## config.mk

```make
export PLATFORM = sky130hd
export DESIGN_NAME = scsa_free_decode
export DESIGN_NICKNAME = d
export VERILOG_FILES = /design/src/scsa_pkg.sv /design/src/scsa_free_decode.sv
export SDC_FILE = /design/constraint.sdc
export NUM_CORES = 1
export LEC_CHECK = 0
export BUFFER_PORTS_ARGS = -buffer_cell sky130_fd_sc_hd__buf_2
export CORE_UTILIZATION = 57
export DETAILED_ROUTE_END_ITERATION = 6
export PLACE_DENSITY = 0.81
export SLEW_MARGIN = 20
export SYNTH_ARGS = -nofsm -noshare
export SYNTH_HDL_FRONTEND = slang
export SYNTH_SLANG_ARGS = --single-unit
export TNS_END_PERCENT = 5
```

## constraint.sdc

```tcl
create_clock -name vclk -period 15
set_input_delay 4.5 -clock vclk [all_inputs]
set_output_delay 4.5 -clock vclk [all_outputs]
set_load 0.05 [all_outputs]
```

## src/scsa_pkg.sv

```systemverilog
// ----------------------------------------------------------------------------
// scsa_pkg
// Shared types, constants and helpers for the size class slab allocator.
// ----------------------------------------------------------------------------
package scsa_pkg;

  localparam int ADDR_W      = 17;
  localparam int SIZE_W      = 16;
  localparam int STATUS_W    = 2;
  localparam int POOL_W      = 3;
  localparam int NUM_POOLS   = 7;
  localparam int SLOT_IDX_W  = 10;
  localparam int COUNT_W     = 11;
  localparam int LINK_W      = SLOT_IDX_W + 1;
  localparam int DIV3_IN_W   = 12;
  localparam int DIV3_PROD_W = 28;
  localparam int DIV3_SHIFT  = 17;

  localparam logic [15:0] DIV3_RECIP = 16'd43691;

  localparam int DEF_SLOTS_SMALL = 1024;
  localparam int DEF_SLOTS_MID   = 512;
  localparam int DEF_SLOTS_LARGE = 256;
  localparam int DEF_SLOTS_HUGE  = 128;

  localparam int MAX_SLOT_BYTES = 256;

  localparam int SLOT_BYTES [NUM_POOLS] = '{8, 16, 24, 32, 48, 64, 256};
  // slot = (offset >> SLOT_SHIFT) / (SLOT_DIV3 ? 3 : 1)
  localparam int SLOT_SHIFT [NUM_POOLS] = '{3, 4, 3, 5, 4, 6, 8};
  localparam bit SLOT_DIV3  [NUM_POOLS] = '{1'b0, 1'b0, 1'b1, 1'b0, 1'b1, 1'b0, 1'b0};

  localparam logic              MODE_ALLOC = 1'b0;
  localparam logic              MODE_FREE  = 1'b1;
  localparam logic [POOL_W-1:0] POOL_NONE  = 3'd7;

  typedef enum logic [STATUS_W-1:0] {
    STAT_OK         = 2'd0,
    STAT_TOO_LARGE  = 2'd1,
    STAT_EXHAUSTED  = 2'd2,
    STAT_NOT_POOLED = 2'd3
  } status_t;

  typedef struct packed {
    logic                  hit;
    logic [POOL_W-1:0]     pool;
    logic [SLOT_IDX_W-1:0] slot;
  } free_dec_t;

  function automatic int pool_slots(int p, int ss, int sm, int sl, int sh);
    case (p)
      0:       return ss;
      1, 2, 3: return sm;
      4, 5:    return sl;
      default: return sh;
    endcase
  endfunction

  function automatic int pool_base(int p, int ss, int sm, int sl, int sh);
    int b;
    b = 0;
    for (int i = 0; i < p; i++) b += pool_slots(i, ss, sm, sl, sh) * SLOT_BYTES[i];
    return b;
  endfunction

  function automatic int link_base(int p, int ss, int sm, int sl, int sh);
    int b;
    b = 0;
    for (int i = 0; i < p; i++) b += pool_slots(i, ss, sm, sl, sh);
    return b;
  endfunction

  // exact floor(x / 3) for x below 3072
  function automatic logic [SLOT_IDX_W-1:0] div3(input logic [DIV3_IN_W-1:0] x);
    logic [DIV3_PROD_W-1:0] prod;
    prod = DIV3_PROD_W'(x) * DIV3_PROD_W'(DIV3_RECIP);
    return prod[DIV3_SHIFT +: SLOT_IDX_W];
  endfunction

endpackage

```

## src/scsa_free_decode.sv

```systemverilog
// ----------------------------------------------------------------------------
// scsa_free_decode
// Maps a byte address to the pool and slot that contain it.
// ----------------------------------------------------------------------------
module scsa_free_decode import scsa_pkg::*; #(
  parameter int SLOTS_SMALL = DEF_SLOTS_SMALL,
  parameter int SLOTS_MID   = DEF_SLOTS_MID,
  parameter int SLOTS_LARGE = DEF_SLOTS_LARGE,
  parameter int SLOTS_HUGE  = DEF_SLOTS_HUGE
) (
  input  logic [ADDR_W-1:0] free_address,
  output free_dec_t         dec
);

  localparam int TOTAL_BYTES =
    pool_base(NUM_POOLS, SLOTS_SMALL, SLOTS_MID, SLOTS_LARGE, SLOTS_HUGE);
  localparam int BYTE_W = $clog2(TOTAL_BYTES + 1);
  localparam int SPAN_W = (BYTE_W > ADDR_W) ? BYTE_W : ADDR_W;

  localparam int BASE_I [NUM_POOLS] = '{
    pool_base(0, SLOTS_SMALL, SLOTS_MID, SLOTS_LARGE, SLOTS_HUGE),
    pool_base(1, SLOTS_SMALL, SLOTS_MID, SLOTS_LARGE, SLOTS_HUGE),
    pool_base(2, SLOTS_SMALL, SLOTS_MID, SLOTS_LARGE, SLOTS_HUGE),
    pool_base(3, SLOTS_SMALL, SLOTS_MID, SLOTS_LARGE, SLOTS_HUGE),
    pool_base(4, SLOTS_SMALL, SLOTS_MID, SLOTS_LARGE, SLOTS_HUGE),
    pool_base(5, SLOTS_SMALL, SLOTS_MID, SLOTS_LARGE, SLOTS_HUGE),
    pool_base(6, SLOTS_SMALL, SLOTS_MID, SLOTS_LARGE, SLOTS_HUGE)
  };
  localparam int SPAN_I [NUM_POOLS] = '{
    SLOTS_SMALL * SLOT_BYTES[0], SLOTS_MID * SLOT_BYTES[1], SLOTS_MID * SLOT_BYTES[2],
    SLOTS_MID * SLOT_BYTES[3], SLOTS_LARGE * SLOT_BYTES[4], SLOTS_LARGE * SLOT_BYTES[5],
    SLOTS_HUGE * SLOT_BYTES[6]
  };

  logic [SPAN_W-1:0] addr_x;

  assign addr_x = SPAN_W'(free_address);

  always_comb begin
    logic [SPAN_W-1:0] off;
    dec = '0;
    for (int p = 0; p < NUM_POOLS; p++) begin
      off = addr_x - SPAN_W'(BASE_I[p]);
      if (!dec.hit && addr_x >= SPAN_W'(BASE_I[p]) && off < SPAN_W'(SPAN_I[p])) begin
        dec.hit  = 1'b1;
        dec.pool = POOL_W'(p);
        if (SLOT_DIV3[p]) begin
          dec.slot = div3(DIV3_IN_W'(off >> SLOT_SHIFT[p]));
        end else begin
          dec.slot = SLOT_IDX_W'(off >> SLOT_SHIFT[p]);
        end
      end
    end
  end

endmodule

```

; Yosys cells after proc, flatten, opt, wreduce, memory -nomap -nowiden
; Cells that the tools add are included.
[op_classes]
add_sub_neg = 6
mul = 2
muxes = 7
n_reduce_logical = 19
order_cmp = 14
[ops]
columns = cell, count
row1 = 14-bit 2-to-1 mux, 7
row2 = "17-bit by 14-bit less-than comparator with 1-bit output, second input constant", 4
row3 = "12-bit by 16-bit multiplier with 27-bit output, second input constant", 2
row4 = "17-bit by 15-bit greater-or-equal comparator with 1-bit output, second input constant", 2
row5 = "17-bit by 16-bit greater-or-equal comparator with 1-bit output, second input constant", 2
row6 = "17-bit by 15-bit less-than comparator with 1-bit output, second input constant", 2
row7 = "17-bit by 15-bit subtractor with 17-bit output, second input constant", 2
row8 = "17-bit by 16-bit subtractor with 17-bit output, second input constant", 2
row9 = "17-bit by 1-bit greater-or-equal comparator with 1-bit output, second input constant", 1
row10 = "17-bit by 14-bit greater-or-equal comparator with 1-bit output, second input constant", 1
row11 = "17-bit greater-or-equal comparator, second input constant", 1
row12 = "17-bit by 16-bit less-than comparator with 1-bit output, second input constant", 1
row13 = "17-bit by 14-bit subtractor with 17-bit output, second input constant", 1
row14 = "17-bit subtractor, second input constant", 1
row15 = 1-bit logical AND, 13
row16 = 1-bit zero test, 6
[totals]
regBits = 0
elab_cells = 48

; Longest topological paths before layout
[depth]
word_depth = 27
depth_mapped = 24

; Worst setup path after synthesis
; Ideal clock, no wire load.
[synth_timing]
kind = input to output
from = input port free_address[14]
to = output port dec[4] in the netlist's numbering
cell_stages = 22
setup_slack_ns = -0.086
t_arrival_ns = 10.586
required_ns = 10.500
path_buffers = 1
cell_sequence = buf_2 inv_1 ha_1 a21oi_1 xnor2_1 inv_1 ha_1 fa_1 fa_1 fa_1 inv_1 fa_1 inv_1 ha_1 a21o_1 a21o_1 a21o_1 a41o_1 a2111oi_0 nor3b_1 nand3b_1 a31oi_1
[synth_rtl]
columns = element, line
row1 = start: declaration, scsa_free_decode.sv:11  ; input logic [ADDR_W-1:0] free_address,
row2 = end: declaration, scsa_free_decode.sv:12  ; output free_dec_t dec

==> results_tabular.tex <==
\begin{tabular}{lr}
\hline
Metric & Value \\
\hline
\multicolumn{2}{l}{\textbf{Run status}} \\
\quad Status & complete, but fails checks \\
\quad Violated checks & DRC \\
\multicolumn{2}{l}{\textbf{Critical path}} \\
\quad Worst Path Arrival & 10320 ps \\
\quad Crit-path max cell delay & 610 ps \\
\quad Count of buffer and inverter cells on the critical path & 5 \\
\quad Critical Path, Cell by Cell & buf\_2, ha\_1, a21oi\_2, xnor2\_2, inv\_1, ha\_2, fa\_2, fa\_2, fa\_1, inv\_1, fa\_1, inv\_1, ha\_1, a21o\_1, a21o\_1, a21o\_1, a41o\_2, a311o\_2, a31oi\_4, xnor2\_1, a221o\_1, clkbuf\_4 \\
\quad CP Capture Type & primary output \\
\quad Worst setup path start & free\_address[13] \\
\quad Worst setup path category & input port to primary output \\
\quad Largest delay contributor family on the critical path & adder cells \\
\quad Largest fanout on the critical path & 7 \\
\quad CP required & 10500 ps \\
\quad Nature of the critical path startpoint & input port \\
\quad Highest-delay cell along the critical path & sky130\_fd\_sc\_hd\_\_fa\_2 \\
\multicolumn{2}{l}{\textbf{Floorplan}} \\
\quad Die height & 106 um \\
\quad Overall die width & 106 um \\
\quad Die Outline Area & 11100 um2 \\
\quad Placeable core area & 10400 um2 \\
\quad Starting density of the core & 0.589 \\
\quad Std-Cell Rows & 37 \\
\quad Top-level port count & 31 \\
\multicolumn{2}{l}{\textbf{Final layout}} \\
\quad Ratio of cells with drive above 1 in the final layout & 0.0927 \\
\quad Area delta synth->final & 6.63\% \\
\quad Multi-input combinational cell area & 5420 um2 \\
\quad Number of nets in the layout & 965 \\
\quad Commonest cells after routing, fill and taps aside & 184 x sky130\_fd\_sc\_hd\_\_inv\_1, 153 x sky130\_fd\_sc\_hd\_\_ha\_1, 88 x sky130\_fd\_sc\_hd\_\_fa\_1, 30 x sky130\_fd\_sc\_hd\_\_buf\_2, 26 x sky130\_fd\_sc\_hd\_\_nand2\_1 \\
\quad Non-filler instance count after layout & 837 \\
\quad Sequential cell area & 0 um2 \\
\quad Antenna diodes & 0 \\
\quad Filler cells & 868 \\
\quad Clock buffer cells & 0 \\
\quad Total number of sequential cells & 0 \\
\quad Most common cell after layout, fill and taps aside & sky130\_fd\_sc\_hd\_\_inv\_1 \\
\multicolumn{2}{l}{\textbf{Synth}} \\
\quad Average cell area after synthesis & 9.09 um2 \\
\quad Post-Syn Nets & 934 \\
\quad YS warnings & 0 \\
\quad Post-synthesis cell area & 6110 um2 \\
\quad Synth Instances & 672 \\
\quad Post-synth cell types & 59 \\
\quad Portion of the post-synthesis area used by sequential elements & 0 \\
\multicolumn{2}{l}{\textbf{Timing}} \\
\quad Highest Clock Rate & 67.5 MHz \\
\quad Setup-failing EPs final & 0 \\
\quad Final Hold Fails & 0 \\
\quad Actual transition at the worst max-transition pin & 943 ps \\
\quad Fin crit share & 0.988 \\
\quad Post-layout min period & 14820 ps \\
\quad Slew headroom & 0.370 \\
\quad Setup slack after layout & 176 ps \\
\quad Slew Viols, Final & 0 \\
\quad Total negative setup slack & 0 ps \\
\multicolumn{2}{l}{\textbf{GRT}} \\
\quad All-Layer GR Usage & 0.272 \\
\quad Overflow left after global routing & 0 \\
\quad Antenna violations before repair & 0 \\
\quad Vias in the first global route & 5267 \\
\quad Maximum number of pins on one net before global-route repair & 15 \\
\quad Global-route wire length before repair & 24500 um \\
\multicolumn{2}{l}{\textbf{Min path}} \\
\quad Worst min-delay path class & input port to primary output \\
\quad Cell depth of the worst hold path & 4 \\
\quad Destination of the worst hold path & dec[4] \\
\quad Critical hold path startpoint & free\_address[12] \\
\multicolumn{2}{l}{\textbf{Drt}} \\
\quad Count of unresolved DRC violations after routing & 4 \\
\quad Initial detailed-routing violation count & 388 \\
\quad Routed length per placed instance & 17.4 um \\
\quad Overall routed net length & 14600 um \\
\quad Drt first pass iters & 7 \\
\quad DR vias/cell & 5.81 \\
\quad Via count & 4864 \\
\quad Remaining antenna violation count & 0 \\
\multicolumn{2}{l}{\textbf{Placement}} \\
\quad Placement Setup Slack & -243 ps \\
\quad Placed wire-length estimate after detailed placement & 12700 um \\
\quad Routability cong. & 0.982 \\
\quad Placed cells & 836 \\
\quad Number of buffers inserted by port buffering & 31 \\
\multicolumn{2}{l}{\textbf{Power and ir drop}} \\
\quad Static leakage & 3.72 nW \\
\quad Peak VDD IR & 213 uV \\
\quad Pwr dens & 189 nW/um2 \\
\multicolumn{2}{l}{\textbf{Flow run}} \\
\quad Max-cap violation count & 0 \\
\multicolumn{2}{l}{\textbf{Clock network}} \\
\quad Hold Buf Count CTS & 0 \\
\hline
\end{tabular}
worst max-delay path by stage:
stage	slack (ps)	to	cells past startpoint
6_report	180	dec[8]	22
5_1_grt	-20	dec[8]	22
4_1_cts	10	dec[8]	22
3_5_place_dp	-240	dec[4]	22
3_3_place_gp	120	dec[4]	22
2_1_floorplan	-50	dec[9]	22
report_power, final:
group,internal [mW],switching [mW]
sequential,0,0
combinational,0.516,0.718
clock,0,0
final cells by class:
type | count | area share
well taps | 136 | 0.0261
repair buffers | 42 | 0.0369
multi-input cells | 475 | 0.831
inverters | 184 | 0.106
per-stage QoR:
stage / area (um2) / utilization / total power, mW / hold slack (ps)
after global placement: 6450 / 0.622 / 1.13 / 9550
after CTS: 6470 / 0.624 / 1.21 / 9540
final: 6520 / 0.628 / 1.23 / 9550
after detailed placement: 6450 / 0.622 / 1.19 / 9540
after floorplan: 6120 / - / 0.907 / 9430
after global routing: 6520 / 0.628 / 1.38 / 9580
repair_timing:
item,CTS,global route
pin swaps,0,4
resized for setup,5,8
buffers inserted,0,1
setup endpoints to repair,4,7
synth_stat cells, drive strengths merged (3+ instances only):
cell | instances | share of area
a2111oi | 3 | 0.0063
a211o | 4 | 0.0057
a211oi | 4 | 0.0066
a21o | 13 | 0.016
a21oi | 19 | 0.016
a221o | 3 | 0.0049
a222oi | 8 | 0.013
a22o | 3 | 0.0043
a31oi | 9 | 0.012
and3 | 8 | 0.0082
buf | 7 | 0.0078
clkbuf | 6 | 0.0037
fa | 90 | 0.29
ha | 155 | 0.32
inv | 184 | 0.11
nand2 | 26 | 0.016
nand2b | 4 | 0.0041
nand3 | 10 | 0.0082
nand4 | 6 | 0.0061
nor2 | 10 | 0.0061
nor3 | 5 | 0.0041
o211ai | 3 | 0.0037
o21a | 5 | 0.0061
o21ai | 17 | 0.015
xnor2 | 21 | 0.030
xor2 | 10 | 0.014
cells by family (layout without fill, tap and decap cells):
| group | count (synthesis) | count (layout) | synth area share |
|---|---|---|---|
| buffers and inverters | 197 | 226 | 0.124 |
| adders and majority gates | 245 | 245 | 0.612 |
| muxes | 2 | 2 | 0.00328 |
| and+or+nand+nor | 86 | 86 | 0.0788 |
| xor gates and xnor gates | 31 | 31 | 0.0444 |
| AOI/OAI and AO/OA | 111 | 111 | 0.137 |
metal layers:
layer	global-route usage	part of all wire
met4	0.0813	0.035
met3	0.0235	0.056
met5	0	0
met1	0.353	0.42
met2	0.482	0.49
Note: power is estimated with default switching activity, not from simulation.
